**src/rtl/tcse_pkg.sv**
```systemverilog
// ----------------------------------------------------------------------------
// tcse_pkg
// Shared types and constants of the teaching CPU slice executor.
// ----------------------------------------------------------------------------
`default_nettype none
package tcse_pkg;
   localparam int MemWords = 4096;
   localparam int MemAw    = $clog2(MemWords);
   localparam int NumRegs  = 8;
   localparam int RegAw    = $clog2(NumRegs);

   // request kinds
   localparam logic [2:0] KIND_WMEM = 3'd0;
   localparam logic [2:0] KIND_RMEM = 3'd1;
   localparam logic [2:0] KIND_WREG = 3'd2;
   localparam logic [2:0] KIND_RREG = 3'd3;
   localparam logic [2:0] KIND_RUN  = 3'd4;

   // register selectors
   localparam logic [3:0] RIDX_PC  = 4'd8;
   localparam logic [3:0] RIDX_ACC = 4'd9;

   // interrupt codes
   localparam logic [2:0] CODE_NONE  = 3'd0;
   localparam logic [2:0] CODE_CLOCK = 3'd1;
   localparam logic [2:0] CODE_HALT  = 3'd2;
   localparam logic [2:0] CODE_SYSC  = 3'd3;
   localparam logic [2:0] CODE_SEGV  = 3'd4;
   localparam logic [2:0] CODE_ILL   = 3'd5;

   // opcodes
   localparam logic [7:0] OP_ADD   = 8'd0;
   localparam logic [7:0] OP_SUB   = 8'd1;
   localparam logic [7:0] OP_CMP   = 8'd2;
   localparam logic [7:0] OP_IFGT  = 8'd3;
   localparam logic [7:0] OP_NOP   = 8'd4;
   localparam logic [7:0] OP_JUMP  = 8'd5;
   localparam logic [7:0] OP_HALT  = 8'd6;
   localparam logic [7:0] OP_SYSC  = 8'd7;
   localparam logic [7:0] OP_LOAD  = 8'd8;
   localparam logic [7:0] OP_STORE = 8'd9;

   // config register indexes
   localparam logic [1:0] CSR_BASE    = 2'd0;
   localparam logic [1:0] CSR_SIZE    = 2'd1;
   localparam logic [1:0] CSR_QUANTUM = 2'd2;

   // controller -> datapath
   typedef struct packed {
      logic       take_req;   // latch request fields
      logic       do_simple;  // perform memory/register request
      logic       slice_init; // clear slice counter
      logic       fetch;      // check pc, read instruction memory
      logic       exec;       // execute fetched word
      logic       mem_fin;    // finish load/store
      logic       finish;     // capture response
   } ctrl_type;

   // datapath -> controller
   typedef struct packed {
      logic       is_run;
      logic       quantum_done;
      logic       fetch_fault;
      logic       need_mem;   // instruction is an in-segment load or store
      logic       stop;       // instruction ends slice
      logic [2:0] stop_code;
   } stat_type;
endpackage
`default_nettype wire

```
**src/rtl/tcse_ctrl.sv**
```systemverilog
// ----------------------------------------------------------------------------
// tcse_ctrl
// Sequencer: request intake, fetch/execute/memory steps, response hand-off.
// ----------------------------------------------------------------------------
`default_nettype none
module tcse_ctrl (
   input  wire logic              clock,
   input  wire logic              reset,
   input  wire logic              req_valid,
   output logic                   req_ready,
   input  wire logic              rsp_busy,   // output register still full
   output tcse_pkg::ctrl_type     ctrl,
   input  wire tcse_pkg::stat_type stat,
   output logic [2:0]             code
);
   typedef enum logic [6:0] {
      ST_IDLE  = 7'b0000001,
      ST_DEC   = 7'b0000010,
      ST_FETCH = 7'b0000100,
      ST_WAIT  = 7'b0001000,
      ST_EXEC  = 7'b0010000,
      ST_MEM   = 7'b0100000,
      ST_DONE  = 7'b1000000
   } state_type;

   state_type  state_ff, state_in;
   logic [2:0] code_ff, code_in;

   assign req_ready = (state_ff == ST_IDLE);
   assign code      = code_ff;

   // next state
   always_comb begin
      state_in = state_ff;
      code_in  = code_ff;
      ctrl     = '0;
      case (state_ff)
         ST_IDLE: begin
            if (req_valid) begin
               ctrl.take_req = 1'b1;
               state_in = ST_DEC;
            end
         end
         ST_DEC: begin
            code_in = tcse_pkg::CODE_NONE;
            if (stat.is_run) begin
               ctrl.slice_init = 1'b1;
               state_in = ST_FETCH;
            end else begin
               ctrl.do_simple = 1'b1;
               state_in = ST_WAIT;
            end
         end
         ST_FETCH: begin
            if (stat.quantum_done) begin
               code_in  = tcse_pkg::CODE_CLOCK;
               state_in = ST_DONE;
            end else if (stat.fetch_fault) begin
               code_in  = tcse_pkg::CODE_SEGV;
               state_in = ST_DONE;
            end else begin
               ctrl.fetch = 1'b1;
               state_in = ST_EXEC;
            end
         end
         ST_EXEC: begin
            ctrl.exec = 1'b1;
            if (stat.stop) begin
               code_in  = stat.stop_code;
               state_in = ST_DONE;
            end else if (stat.need_mem) begin
               state_in = ST_MEM;
            end else begin
               state_in = ST_FETCH;
            end
         end
         ST_MEM: begin
            ctrl.mem_fin = 1'b1;
            state_in = ST_FETCH;
         end
         // memory read data lands in the cycle after do_simple
         ST_WAIT: state_in = ST_DONE;
         ST_DONE: begin
            if (!rsp_busy) begin
               ctrl.finish = 1'b1;
               state_in = ST_IDLE;
            end
         end
         default: state_in = ST_IDLE;
      endcase
   end

   always_ff @(posedge clock) begin
      if (reset) begin
         state_ff <= ST_IDLE;
         code_ff  <= tcse_pkg::CODE_NONE;
      end else begin
         state_ff <= state_in;
         code_ff  <= code_in;
      end
   end
endmodule
`default_nettype wire

```
**config.mk**
```make
export PLATFORM = sky130hd
export DESIGN_NAME = tcse_ctrl
export DESIGN_NICKNAME = d
export VERILOG_FILES = /design/src/rtl/tcse_pkg.sv /design/src/rtl/tcse_ctrl.sv
export SDC_FILE = /design/constraint.sdc
export NUM_CORES = 1
export LEC_CHECK = 0
export BUFFER_PORTS_ARGS = -buffer_cell sky130_fd_sc_hd__buf_4
export CAP_MARGIN = 20
export CORE_MARGIN = 5
export CORE_UTILIZATION = 40
export CTS_CLUSTER_DIAMETER = 60
export DETAILED_ROUTE_END_ITERATION = 6
export HOLD_SLACK_MARGIN = 0.03
export PLACE_DENSITY = 0.68
export SLEW_MARGIN = 10
export SYNTH_ARGS = -nofsm -noshare
export SYNTH_HDL_FRONTEND = slang
export SYNTH_SLANG_ARGS = --single-unit
```
**constraint.sdc**
```tcl
create_clock -name clock -period 4.65 [get_ports clock]
set_input_delay 1.1625 -clock clock [delete_from_list [all_inputs] [get_ports clock]]
set_output_delay 1.1625 -clock clock [all_outputs]
set_load 0.05 [all_outputs]
```
### Word-level counts from Yosys, hierarchy flattened

Cells that the tools add are included.

* flip-flop bits (word level): 10
* input bits: 12
* output and inout port bits: 11
* word-level logic and storage cells: 40

* equality and inequality tests: 11
* multiplexer cells: 24
* reductions and logical operators: 3

Operators by type and width (number)
* one-hot mux 7 bit (7 select lines): 1
* 2-to-1 mux 7 bit: 5
* 2-to-1 mux 1 bit: 11
* 2-to-1 mux 3 bit: 3
* one-hot mux 3 bit (3 select lines): 1
* == test 7 x 1 -> 1 bit, second input constant: 1
* == test 7 x 2 -> 1 bit, second input constant: 1
* == test 7 x 3 -> 1 bit, second input constant: 1
* == test 7 x 4 -> 1 bit, second input constant: 1
* == test 7 x 5 -> 1 bit, second input constant: 1
* == test 7 x 6 -> 1 bit, second input constant: 1
* == test 7 bit, second input constant: 1
* 2-to-1 mux 6 bit: 1
* inequality test 2 bit, second input constant: 3
* 2-to-1 mux 4 bit: 1
* inequality test 3 bit, second input constant: 1
* AND reduction 3 bit: 1
* nonzero test 3 bit: 1
* 2-to-1 mux 2 bit: 1
* AND reduction 2 bit: 1

### Depth between registers and ports, before layout

* depth in word-level cells: 3
* gate-level depth with buffers: 6
* depth with buffers taken out: 5

### Worst setup path after synthesis

Ideal clock, no wire load.

* kind: reg2out
* start point: register state_ff[2]
* end point: output port ctrl[6] (netlist bit)
* data arrival time: 2.127 ns
* data required time: 3.488 ns
* setup slack: 1.361 ns
* stages on the path, launching flop included: 5
* buffers on the path: 1
* path through: dfxtp_1 -> buf_6 -> or4_4 -> nor4b_4 -> and2_2

RTL lines
* start: declaration: line tcse_ctrl.sv:26 `state_type state_ff, state_in;`
* start signal: assignment: line tcse_ctrl.sv:98 `state_ff <= state_in;`
* end: declaration: line tcse_ctrl.sv:12 `output tcse_pkg::ctrl_type ctrl,`

==> results.cfg <==
[critical_path]
critical_path_class = reg2out
cp_cell_sequence = nor4_1, or4bb_1, inv_1, buf_4
end_kind = output port
crit_slowest_cell = nor4_1
slowest_delay_ns = 0.64
start_kind = flop
critical_path.startpoint = state_ff[6]
reg2reg_from = state_ff[6]
cp.arrival_ns = 2.05
r2r_end = state_ff[0]
r2r.worst_path.cells = 3
required_ns = 3.49
regToRegSetupSlack_ns = 2.69
cp_max_fo = 7

[power_and_ir_drop]
swShare = 0.297
netSwitchingPower_uw = 59.0
peakVddDrop_mv = 0.162
power.density_mw_per_mm2 = 258
pwr-share-clk = 0.293
power_frac_comb = 0.241
seqPwrFrac = 0.466
p_leak_nw = 0.396
intPower_uw = 139

[timing]
min_period_over_period = 0.691
maxSlewViolCount = 0
worst_pin_slew_ns = 0.667
fin_worst_skew_ns = 0.000543
setup_violations = 0
hold_viol_final = 0
min_period_ns = 3.21
fmax_ghz = 0.311
slew_headroom = 0.551
rsz0062_at_grt = no
fin_setup_tns_ns = 0

[final_layout]
most-common-layout-cells = buf_4 (22), dfxtp_1 (10), inv_1 (7), nor2_1 (7), nor4_1 (4)
antenna_cells = 0
ff_latch_area_sq_um = 200
layout.nets = 103
area_growth_pct = 34.1
fillCellCount = 138
layout_commonest_cell = buf_4
drive_gt1_frac = 0.360
final_cells = 104
multiInputGateArea_sq_um = 335

[clocking]
cts_setup_buffers = 0
hold_buffers = 0
cts_inserted_buffers = 3
cts_root_buf = clkbuf_4
h-tree-depth = 1
cts.sinks = 10
clock_latency_ns = 0.26
clkTransAtPathRegs_ns = 0.06
post_cts_resized = 0
clockBufferDepth = 2
cts_tree = yes

[place]
dp_hpwl_um = 1130
port-buffer-count = 22
dp.cells = 101
place_congestion = 0.790

[grt]
antenna_found_initial = 0
first_global_vias = 515
grt_max_degree = 10
gr-total-overflow = 0
track_usage = 0.138
grt_pass1_wl_um = 2230

[min_path]
min_path_cells = 2
holdCritPathClass = reg2reg
min_to = code[1]
hp-start = code[1]

[yosys]
syn-mean-instance-area_sq_um = 8.82
ys_ff_latch = 10
syn_nets = 77
synthDistinctLibCells = 33
synth_warnings = 0
syn_area_sq_um = 573
synth_cells = 65
seq_area_frac_synth = 0.349

[floorplan]
dieArea_sq_mm = 0.00229
die_w_um = 47.9
initial_utilization = 0.430
rows = 13
pin_count = 23
die_h_um = 47.9
core_area_sq_mm = 0.00133

[outcome]
status = finished clean

[routing]
drt_first_pass_iters = 4
drc = 0
routed_via_density = 5.43
drt-initial-drc-count = 8
ant_nets = 0
routedWlPerCell_um = 13.4
vias = 565
totalWireLength_um = 1390

[run]
cap_violations = 0
[worst max path at each step]
stage	endpoint	cells past startpoint
after floorplan	ctrl[6]	4
after global placement	ctrl[3]	5
after detailed placement	ctrl[3]	5
after CTS	ctrl[1]	4
after global routing	ctrl[1]	4
final	ctrl[1]	4
[cell usage after synthesis]
master,instances,area share
o2111ai_1,1,0.015
and4bb_2,1,0.022
nor2b_1,1,0.011
o32ai_1,1,0.015
o221a_2,1,0.020
nor4b_4,1,0.041
buf_6,1,0.020
nand4_1,2,0.022
nand3_1,3,0.026
nor4_1,4,0.044
and3_1,1,0.011
and2b_1,1,0.013
nor3b_1,2,0.026
a221o_1,1,0.017
a21oi_1,1,0.0087
and3_2,1,0.013
o21a_1,1,0.013
a31oi_1,1,0.011
and2_1,1,0.011
o211a_1,2,0.035
and2_2,1,0.013
nor2_1,7,0.046
xor2_1,1,0.015
or4_4,1,0.020
inv_1,7,0.046
nor4b_1,1,0.015
and4_1,1,0.015
nand4b_1,1,0.015
o21ai_0,3,0.026
or4bb_1,1,0.020
or2_2,1,0.011
dfxtp_1,10,0.35
nand2_1,2,0.013
[routing by layer]
layer	vias to the layer above	part of all wire	GRT usage
met3	0	0.061	0.0226
li1	295	-	-
met4	0	0	0.0484
met1	251	0.48	0.192
met2	19	0.46	0.214
met5	-	0	0
[registers in the layout (all words and copies together) (netlist names)]
| signal | flops |
|---|---|
| state_ff | 7 |
| code | 3 |
[per-stage QoR]
step	worst slack, ns	area (sq um)	total power [mW]	util	hold WS, ns
global placement	1.63	746	0.142	0.559	0.473
global route	1.30	768	0.204	0.576	0.522
detailed placement	1.59	746	0.142	0.559	0.479
finish	1.44	768	0.198	0.576	0.487
floorplan	1.36	573	0.125	-	0.561
CTS	1.43	768	0.198	0.576	0.490
[layout make-up]
cell class | count | share of cell area
sequential | 10 | 0.261
timing repair buffer | 22 | 0.215
tap | 15 | 0.0244
clock buffer | 3 | 0.0293
inverter | 7 | 0.0342
multi-input combinational | 47 | 0.436
[worst max-delay path, delay by kind of cell, from the launching register on]
kind / cells / cell delay (ns)
and+or+nand+nor: 2 / 1.14
DFF: 1 / 0.38
buffers and inverters: 2 / 0.28
[power by group through the flow]
stage	logic (mW)	clock network [mW]	registers, mW
4_1_cts	0.0480	0.0576	0.0924
3_5_place_dp	0.0478	0	0.0943
6_report	0.0478	0.0580	0.0924
5_1_grt	0.0510	0.0604	0.0930
2_1_floorplan	0.0286	0	0.0961
3_3_place_gp	0.0474	0	0.0942
[logic make-up after synthesis]
kind of cell	after synthesis	share of synthesized area
XOR/XNOR	1	0.0153
AND/OR/NAND/NOR	34	0.408
buffers and inverters	8	0.0655
flip-flops	10	0.349
AO/OA/AOI/OAI	12	0.162
No activity file was read; power rests on OpenSTA's default activity.
